==> src/hdl/tel_pkg.sv <==
// ----------------------------------------------------------------------------
// tel_pkg
// Shared types, character codes and echo sequence tables for the terminal
// echo line editor.
// ----------------------------------------------------------------------------
package tel_pkg;

    localparam logic OP_RX   = 1'b0;
    localparam logic OP_READ = 1'b1;

    localparam logic [7:0] CH_NUL   = 8'd0;
    localparam logic [7:0] CH_BS    = 8'd8;
    localparam logic [7:0] CH_LF    = 8'd10;
    localparam logic [7:0] CH_CR    = 8'd13;
    localparam logic [7:0] CH_FS    = 8'd28;
    localparam logic [7:0] CH_SP    = 8'd32;
    localparam logic [7:0] CH_ZERO  = 8'd48;
    localparam logic [7:0] CH_AT    = 8'd64;
    localparam logic [7:0] CH_BSL   = 8'd92;
    localparam logic [7:0] CH_CARET = 8'd94;
    localparam logic [7:0] CH_DEL   = 8'd127;

    localparam logic [1:0] KIND_ECHO   = 2'd0;
    localparam logic [1:0] KIND_READ   = 2'd1;
    localparam logic [1:0] KIND_NOLINE = 2'd2;

    typedef logic [2:0] t_jtype;

    localparam t_jtype J_READ        = 3'd0;
    localparam t_jtype J_NOLINE      = 3'd1;
    localparam t_jtype J_ERASE_CTRL  = 3'd2;
    localparam t_jtype J_ERASE_PLAIN = 3'd3;
    localparam t_jtype J_ECHO_LF     = 3'd4;
    localparam t_jtype J_ECHO_CARET  = 3'd5;
    localparam t_jtype J_ECHO_PLAIN  = 3'd6;

    typedef logic [2:0] t_step;

    typedef struct packed {
        t_jtype     jtype;
        logic [7:0] jbyte;
        logic       line_ready;
    } t_job;

    localparam int JQ_DEPTH = 4;
    localparam int JQ_AW    = 2;

    function automatic t_step tel_len(input t_jtype jt);
        t_step len;
        unique case (jt)
            J_ERASE_CTRL:  len = 3'd6;
            J_ERASE_PLAIN: len = 3'd3;
            J_ECHO_LF:     len = 3'd2;
            J_ECHO_CARET:  len = 3'd2;
            default:       len = 3'd1;
        endcase
        return len;
    endfunction

    function automatic logic [1:0] tel_kind(input t_jtype jt);
        logic [1:0] k;
        unique case (jt)
            J_READ:   k = KIND_READ;
            J_NOLINE: k = KIND_NOLINE;
            default:  k = KIND_ECHO;
        endcase
        return k;
    endfunction

    function automatic logic [7:0] tel_word(input t_jtype jt, input logic [7:0] b,
                                            input t_step step);
        logic [7:0] w;
        unique case (jt)
            J_READ:        w = b;
            J_NOLINE:      w = CH_NUL;
            J_ERASE_CTRL:  w = (step == 3'd2 || step == 3'd3) ? CH_SP : CH_BS;
            J_ERASE_PLAIN: w = (step == 3'd1) ? CH_SP : CH_BS;
            J_ECHO_LF:     w = (step == 3'd0) ? CH_CR : CH_LF;
            J_ECHO_CARET:  w = (step == 3'd0) ? CH_CARET : b;
            J_ECHO_PLAIN:  w = b;
            default:       w = CH_NUL;
        endcase
        return w;
    endfunction

endpackage

==> src/hdl/tel_front.sv <==
// ----------------------------------------------------------------------------
// tel_front
// Accepts input words, owns the line buffer and its counters, and turns each
// word into at most one echo or read job for the back end.
// ----------------------------------------------------------------------------
module tel_front #(
    parameter int BUFFER_DEPTH = 64
) (
    input  logic             i_clk,
    input  logic             i_rst_n,
    input  logic             i_push,
    output logic             o_full,
    input  logic             i_op,
    input  logic [7:0]       i_rx_byte,
    input  logic             i_cfg_valid,
    input  logic             i_cfg_echo_enable,
    input  logic             i_q_full,
    output logic             o_job_push,
    output tel_pkg::t_job    o_job
);

    localparam int IW = (BUFFER_DEPTH > 1) ? $clog2(BUFFER_DEPTH) : 1;
    localparam int CW = $clog2(BUFFER_DEPTH + 1);
    localparam logic [IW-1:0] LAST_IDX = IW'(BUFFER_DEPTH - 1);
    localparam logic [CW-1:0] FULL_CNT = CW'(BUFFER_DEPTH);

    logic [7:0]    r_mem [BUFFER_DEPTH];
    logic [7:0]    r_rd_data;
    logic          r_echo;
    logic          r_s2_valid;
    logic          r_s2_op;
    logic [7:0]    r_s2_byte;
    logic [IW-1:0] r_head, n_head;
    logic [IW-1:0] r_tail, n_tail;
    logic [CW-1:0] r_fill, n_fill;
    logic [CW-1:0] r_nl, n_nl;

    logic          acc;
    logic [IW-1:0] head_next;
    logic [IW-1:0] tail_next;
    logic [IW-1:0] tail_prev;
    logic [IW-1:0] rd_addr;
    logic [7:0]    map_byte;
    logic          do_store;
    logic          wr_en;
    logic          push;
    tel_pkg::t_job job;

    assign o_full    = r_s2_valid | i_q_full;
    assign acc       = i_push & ~o_full;
    assign head_next = (r_head == LAST_IDX) ? '0 : r_head + 1'b1;
    assign tail_next = (r_tail == LAST_IDX) ? '0 : r_tail + 1'b1;
    assign tail_prev = (r_tail == '0) ? LAST_IDX : r_tail - 1'b1;
    assign rd_addr   = (i_op == tel_pkg::OP_READ) ? r_head : tail_prev;
    assign map_byte  = (i_rx_byte == tel_pkg::CH_CR) ? tel_pkg::CH_LF : i_rx_byte;

    always_comb begin
        n_head   = r_head;
        n_tail   = r_tail;
        n_fill   = r_fill;
        n_nl     = r_nl;
        do_store = 1'b0;
        wr_en    = 1'b0;
        push     = 1'b0;
        job.jtype      = tel_pkg::J_ECHO_PLAIN;
        job.jbyte      = r_s2_byte;
        job.line_ready = 1'b0;
        if (r_s2_valid) begin
            if (r_s2_op == tel_pkg::OP_READ) begin
                push = 1'b1;
                if (r_nl != '0 && r_fill != '0) begin
                    n_head    = head_next;
                    n_fill    = r_fill - 1'b1;
                    if (r_rd_data == tel_pkg::CH_LF) begin
                        n_nl = r_nl - 1'b1;
                    end
                    job.jtype = tel_pkg::J_READ;
                    job.jbyte = r_rd_data;
                end else begin
                    job.jtype = tel_pkg::J_NOLINE;
                    job.jbyte = tel_pkg::CH_NUL;
                end
            end else if (!r_echo) begin
                do_store = 1'b1;
            end else if (r_s2_byte == tel_pkg::CH_BS || r_s2_byte == tel_pkg::CH_DEL) begin
                if (r_fill != '0 && r_rd_data != tel_pkg::CH_LF) begin
                    push      = 1'b1;
                    n_tail    = tail_prev;
                    n_fill    = r_fill - 1'b1;
                    job.jtype = (r_rd_data < tel_pkg::CH_SP) ? tel_pkg::J_ERASE_CTRL
                                                             : tel_pkg::J_ERASE_PLAIN;
                end
            end else begin
                push     = 1'b1;
                do_store = 1'b1;
                if (r_s2_byte == tel_pkg::CH_LF) begin
                    job.jtype = tel_pkg::J_ECHO_LF;
                end else if (r_s2_byte == tel_pkg::CH_NUL) begin
                    job.jtype = tel_pkg::J_ECHO_CARET;
                    job.jbyte = tel_pkg::CH_ZERO;
                end else if (r_s2_byte == tel_pkg::CH_FS) begin
                    job.jtype = tel_pkg::J_ECHO_CARET;
                    job.jbyte = tel_pkg::CH_BSL;
                end else if (r_s2_byte < tel_pkg::CH_SP) begin
                    job.jtype = tel_pkg::J_ECHO_CARET;
                    job.jbyte = r_s2_byte + tel_pkg::CH_AT;
                end
            end
            if (do_store && r_fill < FULL_CNT) begin
                wr_en  = 1'b1;
                n_tail = tail_next;
                n_fill = r_fill + 1'b1;
                if (r_s2_byte == tel_pkg::CH_LF) begin
                    n_nl = r_nl + 1'b1;
                end
            end
        end
        job.line_ready = (n_nl != '0);
    end

    assign o_job_push = push;
    assign o_job      = job;

    always_ff @(posedge i_clk) begin
        if (acc) begin
            r_rd_data <= r_mem[rd_addr];
        end
        if (wr_en) begin
            r_mem[r_tail] <= r_s2_byte;
        end
    end

    always_ff @(posedge i_clk) begin
        if (acc) begin
            r_s2_op   <= i_op;
            r_s2_byte <= map_byte;
        end
    end

    always_ff @(posedge i_clk) begin
        if (!i_rst_n) begin
            r_echo     <= 1'b1;
            r_s2_valid <= 1'b0;
            r_head     <= '0;
            r_tail     <= '0;
            r_fill     <= '0;
            r_nl       <= '0;
        end else begin
            if (i_cfg_valid) begin
                r_echo <= i_cfg_echo_enable;
            end
            r_s2_valid <= acc;
            r_head     <= n_head;
            r_tail     <= n_tail;
            r_fill     <= n_fill;
            r_nl       <= n_nl;
        end
    end

endmodule

==> src/hdl/tel_jobq.sv <==
// ----------------------------------------------------------------------------
// tel_jobq
// Short job queue between the front end and the echo sequencer.
// ----------------------------------------------------------------------------
module tel_jobq (
    input  logic          i_clk,
    input  logic          i_rst_n,
    input  logic          i_push,
    input  tel_pkg::t_job i_job,
    output logic          o_full,
    output logic          o_valid,
    output tel_pkg::t_job o_job,
    input  logic          i_pop
);

    tel_pkg::t_job            r_q [tel_pkg::JQ_DEPTH];
    logic [tel_pkg::JQ_AW-1:0] r_wp;
    logic [tel_pkg::JQ_AW-1:0] r_rp;
    logic [tel_pkg::JQ_AW:0]   r_cnt;
    logic                      do_push;
    logic                      do_pop;

    assign o_full  = (r_cnt == (tel_pkg::JQ_AW + 1)'(tel_pkg::JQ_DEPTH));
    assign o_valid = (r_cnt != '0);
    assign o_job   = r_q[r_rp];
    assign do_push = i_push & ~o_full;
    assign do_pop  = i_pop & o_valid;

    always_ff @(posedge i_clk) begin
        if (do_push) begin
            r_q[r_wp] <= i_job;
        end
    end

    always_ff @(posedge i_clk) begin
        if (!i_rst_n) begin
            r_wp  <= '0;
            r_rp  <= '0;
            r_cnt <= '0;
        end else begin
            if (do_push) begin
                r_wp <= r_wp + 1'b1;
            end
            if (do_pop) begin
                r_rp <= r_rp + 1'b1;
            end
            if (do_push && !do_pop) begin
                r_cnt <= r_cnt + 1'b1;
            end else if (do_pop && !do_push) begin
                r_cnt <= r_cnt - 1'b1;
            end
        end
    end

endmodule

==> src/hdl/tel_back.sv <==
// ----------------------------------------------------------------------------
// tel_back
// Expands each job into its result words, one per cycle into an output
// register while that register is empty or being popped.
// ----------------------------------------------------------------------------
module tel_back (
    input  logic          i_clk,
    input  logic          i_rst_n,
    input  logic          i_job_valid,
    input  tel_pkg::t_job i_job,
    output logic          o_job_pop,
    output logic          o_empty,
    input  logic          i_pop,
    output logic [1:0]    o_kind,
    output logic [7:0]    o_data_byte,
    output logic          o_last,
    output logic          o_line_ready
);

    tel_pkg::t_step r_step;
    logic           r_out_valid;
    logic [1:0]     r_kind;
    logic [7:0]     r_data;
    logic           r_last;
    logic           r_line_ready;
    logic           advance;
    logic           word_last;

    assign advance   = i_job_valid & (~r_out_valid | i_pop);
    assign word_last = (r_step == tel_pkg::tel_len(i_job.jtype) - 3'd1);
    assign o_job_pop = advance & word_last;

    always_ff @(posedge i_clk) begin
        if (advance) begin
            r_kind       <= tel_pkg::tel_kind(i_job.jtype);
            r_data       <= tel_pkg::tel_word(i_job.jtype, i_job.jbyte, r_step);
            r_last       <= word_last;
            r_line_ready <= i_job.line_ready;
        end
    end

    always_ff @(posedge i_clk) begin
        if (!i_rst_n) begin
            r_out_valid <= 1'b0;
            r_step      <= '0;
        end else begin
            if (advance) begin
                r_out_valid <= 1'b1;
                r_step      <= word_last ? '0 : r_step + 3'd1;
            end else if (i_pop) begin
                r_out_valid <= 1'b0;
            end
        end
    end

    assign o_empty      = ~r_out_valid;
    assign o_kind       = r_kind;
    assign o_data_byte  = r_data;
    assign o_last       = r_last;
    assign o_line_ready = r_line_ready;

endmodule

==> src/hdl/terminal_echo_line_editor.sv <==
// ----------------------------------------------------------------------------
// terminal_echo_line_editor
// Terminal line editor: buffers received bytes, echoes and erases on screen,
// hands out buffered bytes once a full line is held.
// ----------------------------------------------------------------------------
//  channel  | handshake               | payload
//  ---------+-------------------------+-------------------------------------
//  input    | i_push / o_full         | i_op, i_rx_byte
//  result   | o_empty / i_pop         | o_kind, o_data_byte, o_last,
//           |                         | o_line_ready
//  config   | i_cfg_valid/o_cfg_ready | i_cfg_echo_enable
//
//  The front end takes a new input word only once the previous one has used
//  the line buffer read port and updated the buffer and counters.
//  The back end sends one result word per cycle while results are popped, zero to six per input word.
//  A four-entry job queue lets each side stall on its own.
//  Synchronous active-low reset clears counters and queues; no clearing pass.
// ----------------------------------------------------------------------------
module terminal_echo_line_editor #(
    parameter int BUFFER_DEPTH = 64
) (
    input  logic       i_clk,
    input  logic       i_rst_n,
    input  logic       i_push,
    output logic       o_full,
    input  logic       i_op,
    input  logic [7:0] i_rx_byte,
    output logic       o_empty,
    input  logic       i_pop,
    output logic [1:0] o_kind,
    output logic [7:0] o_data_byte,
    output logic       o_last,
    output logic       o_line_ready,
    input  logic       i_cfg_valid,
    output logic       o_cfg_ready,
    input  logic       i_cfg_echo_enable
);

    logic          job_push;
    tel_pkg::t_job job_in;
    logic          q_full;
    logic          q_valid;
    tel_pkg::t_job q_job;
    logic          q_pop;

    assign o_cfg_ready = 1'b1;

    tel_front #(
        .BUFFER_DEPTH(BUFFER_DEPTH)
    ) u_front (
        .i_clk             (i_clk),
        .i_rst_n           (i_rst_n),
        .i_push            (i_push),
        .o_full            (o_full),
        .i_op              (i_op),
        .i_rx_byte         (i_rx_byte),
        .i_cfg_valid       (i_cfg_valid),
        .i_cfg_echo_enable (i_cfg_echo_enable),
        .i_q_full          (q_full),
        .o_job_push        (job_push),
        .o_job             (job_in)
    );

    tel_jobq u_jobq (
        .i_clk   (i_clk),
        .i_rst_n (i_rst_n),
        .i_push  (job_push),
        .i_job   (job_in),
        .o_full  (q_full),
        .o_valid (q_valid),
        .o_job   (q_job),
        .i_pop   (q_pop)
    );

    tel_back u_back (
        .i_clk        (i_clk),
        .i_rst_n      (i_rst_n),
        .i_job_valid  (q_valid),
        .i_job        (q_job),
        .o_job_pop    (q_pop),
        .o_empty      (o_empty),
        .i_pop        (i_pop),
        .o_kind       (o_kind),
        .o_data_byte  (o_data_byte),
        .o_last       (o_last),
        .o_line_ready (o_line_ready)
    );

endmodule

==> config.mk <==
export PLATFORM = sky130hd
export DESIGN_NAME = terminal_echo_line_editor
export DESIGN_NICKNAME = d
export VERILOG_FILES = /design/src/hdl/tel_pkg.sv /design/src/hdl/tel_front.sv /design/src/hdl/tel_jobq.sv /design/src/hdl/tel_back.sv /design/src/hdl/terminal_echo_line_editor.sv
export SDC_FILE = /design/constraint.sdc
export NUM_CORES = 1
export LEC_CHECK = 0
export CAP_MARGIN = 10
export CORE_ASPECT_RATIO = 0.7
export CORE_MARGIN = 1.5
export CORE_UTILIZATION = 35
export CTS_CLUSTER_SIZE = 40
export DETAILED_ROUTE_END_ITERATION = 7
export DONT_BUFFER_PORTS = 1
export HOLD_SLACK_MARGIN = 0.06
export PLACE_DENSITY = 0.49
export SLEW_MARGIN = 20
export SYNTH_ARGS = -nofsm -noshare
export SYNTH_HDL_FRONTEND = slang
export SYNTH_SLANG_ARGS = --single-unit
export TNS_END_PERCENT = 5
==> constraint.sdc <==
create_clock -name i_clk -period 10.19 [get_ports i_clk]
set_input_delay 0.5095 -clock i_clk [delete_from_list [all_inputs] [get_ports i_clk]]
set_output_delay 0.5095 -clock i_clk [all_outputs]
set_load 0.1 [all_outputs]
### Word-level counts from Yosys, hierarchy flattened

Memory sizes are Yosys's and may differ from the RTL's. A register that Yosys moved wholly into a read port is not among the register bits.
Cells that the tools add are included.
W data, S select, Z words.

| word-level totals | value |
|---|---|
| register bits after elaboration | 60 |
| bits in latches | 0 |
| bits in writable memories | 560 |
| ROM bits | 0 |
| input port bits | 15 |
| memories kept | 2 |

| operators by class | value |
|---|---|
| add/sub/neg operators | 14 |
| $mul | 0 |
| div/mod/pow operators | 0 |
| $lt $le $gt $ge | 3 |
| equal/unequal tests | 22 |
| shift operators | 0 |
| mux-type cells | 63 |
| bitwise logic cells | 10 |
| reductions and logical operators | 30 |

Memories:

| name | depth | bits a word | rd ports | clocked after memory_dff | write ports | RTL line | text |
|---|---|---|---|---|---|---|---|
| u_front.r_mem | 64 | 8 | 1 | 1 | 1 | tel_front.sv:27 | `logic [7:0] r_mem [BUFFER_DEPTH];` |
| u_jobq.r_q | 4 | 12 | 1 | 1 | 1 | tel_jobq.sv:16 | `tel_pkg::t_job r_q [tel_pkg::JQ_DEPTH];` |

Operators with widths:

| operator | count |
|---|---|
| $mux W7 | 12 |
| $mux W6 | 11 |
| $mux W11 | 4 |
| $pmux W8 S5 | 1 |
| $eq A8 B4 Y1 const B | 4 |
| $mux W8 | 3 |
| $mux W3 | 7 |
| $reduce_bool A7 Y1 | 3 |
| $mux W10 | 2 |
| $mux W1 | 18 |
| $lt A8 B6 Y1 const B | 2 |
| $add A7 B1 Y7 const B | 2 |
| $sub A7 B1 Y7 const B | 2 |
| $add A6 B1 Y6 const B | 2 |
| $eq A3 B2 Y1 const B | 4 |
| $eq A3 B3 Y1 const B | 4 |
| $eq A6 B6 Y1 const B | 2 |
| $reduce_bool A3 Y1 | 4 |
| $reduce_and A5 Y1 | 2 |
| $reduce_bool A2 Y1 | 5 |
| $mux W9 | 1 |
| $pmux W3 S3 | 1 |
| $add A8 B7 Y8 const B | 1 |
| $eq A8 B5 Y1 const B | 1 |
| other kinds (24) | 44 |

### Depth between registers and ports, before layout

| logic depth | value |
|---|---|
| depth after elaboration | 12 |
| depth in mapped cells | 15 |

### Cells and area by module

From an unflattened synthesis, not the netlist that was laid out.

| second synthesis, totals | value |
|---|---|
| cell total of the unflattened synthesis | 2001 |
| area total of the unflattened synthesis | 27246.1 um^2 |

Modules (own cells, without submodules):

| module | instances | cells an instance | area an instance (um^2) | sequential area each (um^2) |
|---|---|---|---|---|
| tel_front | 1 | 1791 | 24040.6 | 16445.8 |
| tel_jobq | 1 | 110 | 2219.6 | 1621.6 |
| tel_back | 1 | 98 | 974.7 | 440.4 |
| terminal_echo_line_editor | 1 | 2 | 11.3 | 0.0 |

### Worst setup path after synthesis

No wires, ideal clock.

| timing path | value |
|---|---|
| kind | reg-to-reg |
| start point | reg u_front.r_s2_byte[6] |
| end point | reg u_front.r_fill[6] |
| library setup time | 115 ps |
| arrival | 4110 ps |
| slack | 5965 ps |
| cell stages (with the launch flop) | 16 |
| period minus slack after synthesis | 4225 ps |
| path through | edfxtp_1 -> inv_1 -> ha_1 -> nor4b_1 -> o2bb2ai_1 -> a311oi_1 -> clkbuf_1 -> inv_1 -> fa_1 -> a21o_1 -> a21oi_1 -> nor2b_1 -> o21a_1 -> nor3_1 -> xor2_1 -> and2_1 |

| between the ends | value |
|---|---|
| longest elaborated chain between the ends | 9 |
| elaborated cells on any way between the ends | 14 |
| classes of those cells | eq/ne (3); mux (5); reduce/logical (6) |

Ends and longest elaborated chain:

| item | RTL line | text |
|---|---|---|
| start: declaration | tel_front.sv:32 | `logic [7:0] r_s2_byte;` |
| start signal: assignment | tel_front.sv:136 | `r_s2_byte <= map_byte;` |
| $eq A8 B4 Y1 / $eq A8 B7 Y1 (equally long branches) | tel_front.sv:85 | `end else if (r_s2_byte == tel_pkg::CH_BS \|\| r_s2_byte == tel_pkg::CH_DEL) begin` |
| $logic_or A1 B1 Y1 * | tel_front.sv:85 |  |
| $mux W1 | tel_front.sv:85 |  |
| $mux W1 | tel_front.sv:83 | `end else if (!r_echo) begin` |
| $mux W1 | tel_front.sv:69 | `if (r_s2_op == tel_pkg::OP_READ) begin` |
| $mux W1 | tel_front.sv:68 | `if (r_s2_valid) begin` |
| $logic_and A1 B1 Y1 | tel_front.sv:109 | `if (do_store && r_fill < FULL_CNT) begin` |
| $ne A3 B3 Y1 (no source line) / $reduce_bool A3 Y1 (equally long branches) | -- |  |
| $reduce_and A5 Y1 (no source line) | -- |  |
| end signal: assignment | tel_front.sv:155 | `r_fill <= n_fill;` |
| end: declaration | tel_front.sv:35 | `logic [CW-1:0] r_fill, n_fill;` |

Mark *: on every way between the ends. The rest lies on a longest branch, timed or not. The select of a mux whose other input is x is not followed.
A chain may end at the register's enable or synchronous reset.

### Final worst setup path

| timing path | value |
|---|---|
| start point | reg u_front.r_tail[0] |
| end point | reg u_front.r_rd_data[1], read port of u_front.r_mem (data pin) |

| between the ends | value |
|---|---|
| longest elaborated chain between the ends | 3 |
| elaborated cells on any way between the ends | 4 |
| classes of those cells | add/sub (1); mux (2); reduce/logical (1) |

Ends and longest elaborated chain:

| item | RTL line | text |
|---|---|---|
| start: declaration | tel_front.sv:34 | `logic [IW-1:0] r_tail, n_tail;` |
| start signal: assignment | tel_front.sv:154 | `r_tail <= n_tail;` |
| $sub A6 B1 Y6 / $logic_not A6 Y1 (equally long branches) | tel_front.sv:53 | `assign tail_prev = (r_tail == '0) ? LAST_IDX : r_tail - 1'b1;` |
| $mux W6 * | tel_front.sv:53 |  |
| $mux W6 * | tel_front.sv:54 | `assign rd_addr = (i_op == tel_pkg::OP_READ) ? r_head : tail_prev;` |
| end: declaration | tel_front.sv:28 | `logic [7:0] r_rd_data;` |

Mark *: on every way between the ends. The rest lies on a longest branch, timed or not.

==> impl_metrics.ini <==
[run_status]
outcome = completed

[placed_design]
portBuffers = 0
hpwl_um = 44300
globalplace.congestion = 0.829

[global_route]
grt_pass1_wl_um = 107000
grt_use_total_pct = 18.8
grt_pass1_vias = 15800
grt_overflow = 0
antenna_found_initial = 2
grt_max_degree = 122

[timing]
max_freq_ghz = 0.180
slew_headroom_pct = 30.0
period_minus_slack_ps = 5550
rsz0062_at_grt = no
skew_ps = 41.8
finalSetupViolCount = 0
fin_setup_tns_ps = 0
slew_viol_final = 0
timing.final.crit_share_pct = 54.4
tightestPinTransition_ps = 1050
final_hold_viol_count = 0

[worst_hold_path]
min_to = u_front.r_head[5]$_SDFFE_PN0P_
hold_path.class = in -> reg
hp-start = i_rst_n
min_delay_path_depth = 2

[logic_synthesis]
synth-seq-cells = 630
avgSynthCellArea_sq_um = 13.6
yosysTopAreaCellShare_pct = 66.5
yosys_warnings = 0
ys_seq_area_share_pct = 69.5
synth_ff_type = edfxtp_1
synth_cells = 1959
synth-edff-count = 589
synth_area_leaders = edfxtp_1, nand2_1, a211oi_1, dfxtp_1, mux4_2
synth.distinct_cells = 67
syn-num-nets = 2001
synthArstFlopShare_pct = 0
synthesis.area_sq_mm = 0.0266
synth_top_area_cell = edfxtp_1

[clock_tree]
insertion_delay_ps = 660
cts_buffers = 59
cts_hold_repair.buffers = 13
cts_setup_buffers = 0
cts_tree = done
cts.sinks = 630
h-tree-depth = 2
post_cts_resized = 0
clock-root-buffer = clkbuf_16
clk_pin_slew_ps = 70
ctsLongestPathBuffers = 3

[drt]
drt-total-wl_um = 73400
vias = 16500
wl_per_cell_um = 24.8
drtIter0Drc = 1791
drt_pass1_iterations = 6
drc = 0
routed_via_density = 5.57
drtAntennaViolNets = 0

[worst_setup_path]
r2r-end = u_front.r_rd_data[1]$_DFFE_PP_
rrSetupSlack_ps = 4640
crit_path_start = u_front.r_tail[0]$_SDFFE_PN0P_
cp.required_ps = 10580
crit_path_end_kind = flip-flop
critical_path_class = reg -> reg
ff2ff_path_depth = 11
reg2reg_from = u_front.r_tail[0]$_SDFFE_PN0P_
cp.arrival_ps = 5930
crit_path_start_kind = flip-flop
worstPathMaxFanout = 54

[cells_and_area]
fin_util_pct = 39.3
fill_cells = 6993
final_cell_mix = edfxtp_1, nand2_1, a211oi_1, and3_1, nor2_1
drive_above_1_share_pct = 7.82
area_growth_syn_to_layout_pct = 10.9
fin_nets = 1967
final_common_cell = edfxtp_1

[run]
cap_violations = 0

[pwr]
ir_drop_uv = 134
p_leak_nw = 9.67
p_per_area_mw_per_mm2 = 215

[floorplan]
die_h_um = 234
io_pins = 30
die_area_sq_mm = 0.0777
start_util_pct = 35.4
rows = 84
fp.dieW_um = 333
core_sq_mm = 0.0751
## cell families after synthesis
| group | Yosys count | share of synthesized area [%] |
|---|---|---|
| and+or+nand+nor | 661 | 11.7 |
| DFF | 630 | 69.5 |
| AOI/OAI and AO/OA | 392 | 10.4 |
| buffers and inverters | 168 | 2.65 |
| muxes | 57 | 3.65 |
| adders and majority gates | 27 | 1.33 |
| xor gates and xnor gates | 23 | 0.757 |
| other | 1 | 0.0141 |
## per-stage QoR
| step | instance area [sq um] | hold WS (ps) | power [W] | instances | setup WS [ps] |
|---|---|---|---|---|---|
| global route | 29500 | 83.0 | 0.00656 | 2959 | 4470 |
| CTS | 29500 | 66.9 | 0.00637 | 2959 | 4850 |
| global placement | 27600 | 470 | 0.00425 | 2840 | 4920 |
| detailed placement | 27600 | 469 | 0.00426 | 2840 | 4850 |
| floorplan | 26600 | 455 | 0.00390 | 1959 | 5960 |
| finish | 29500 | 101 | 0.00633 | 2960 | 4640 |
## cell usage after synthesis, drive strengths merged, types with 3 or more instances
cell type	instances
edfxtp	589
nand2	296
a211oi	143
and3	108
nor2	104
clkbuf	103
a21oi	48
a311oi	48
a31oi	46
o21ai	44
dfxtp	41
buf	37
mux4	32
inv	27
nor3	26
and2	25
ha	25
mux2i	25
nor2b	22
nand3	20
nand4	14
o31ai	13
xor2	12
or3	11
xnor2	11
nand2b	8
a21o	7
o22ai	7
nor4	6
nor3b	5
o21a	5
nand3b	4
a2111oi	3
a21boi	3
a221o	3
a22o	3
nor4b	3
## cell type report
| type | instances | area [sq um] | share of cell area, % |
|---|---|---|---|
| flip-flops and latches | 630 | 18500 | 62.7 |
| multi-input cells | 1161 | 7460 | 25.3 |
| clock buffers | 80 | 1580 | 5.34 |
| well taps | 989 | 1240 | 4.19 |
| repair buffers | 45 | 405 | 1.37 |
| clock inverters | 26 | 210 | 0.712 |
| inverters | 28 | 105 | 0.356 |
| diodes | 1 | 2.50 | 0.00848 |
## registers in the layout (all words and copies together), names as in the netlist, 6 cells and up, named ones only
name                flops
u_front.r_mem         512
u_back.o_data_byte      8
u_front.r_tail          6
u_front.r_nl            7
u_front.r_rd_data       8
u_jobq.r_q             48
u_front.r_fill          7
u_front.r_s2_byte       8
u_front.r_head          6
## critical path, cell delays in order (launching register included)
cell and delay (ps):
dfxtp_1 680, inv_1 180, ha_1 370, nand2b_2 180, and2_4 430, buf_4 650
buf_4 760, mux2i_1 260, a211oi_1 90, o31ai_1 800, nor3_1 310, or3_1 440
## worst max path at each step
stage	to	depth (start not counted)
floorplan	u_front.r_fill[6]$_SDFFE_PN0P_	15
global placement	u_front.r_mem[35][4]$_DFFE_PP_	11
detailed placement	u_front.r_mem[35][4]$_DFFE_PP_	11
CTS	u_front.r_mem[11][6]$_DFFE_PP_	11
global route	u_front.r_mem[11][6]$_DFFE_PP_	11
finish	u_front.r_rd_data[1]$_DFFE_PP_	11
## where the power goes
group          switching, W  internal (W)
Combinational      0.000700      0.000305
Clock              0.000978       0.00113
Sequential         0.000245       0.00297
Total               0.00192       0.00441
## layer usage
metal / share of wire (%) / global-route usage [%] / vias to the layer above
met5: 0.20 / 1.34 / -
met4: 1.9 / 4.33 / 2
met3: 8.3 / 5.09 / 93
met2: 42 / 26.8 / 563
met1: 48 / 28.1 / 8361
li1: - / - / 7464
No activity file was read; power rests on OpenSTA's default activity.
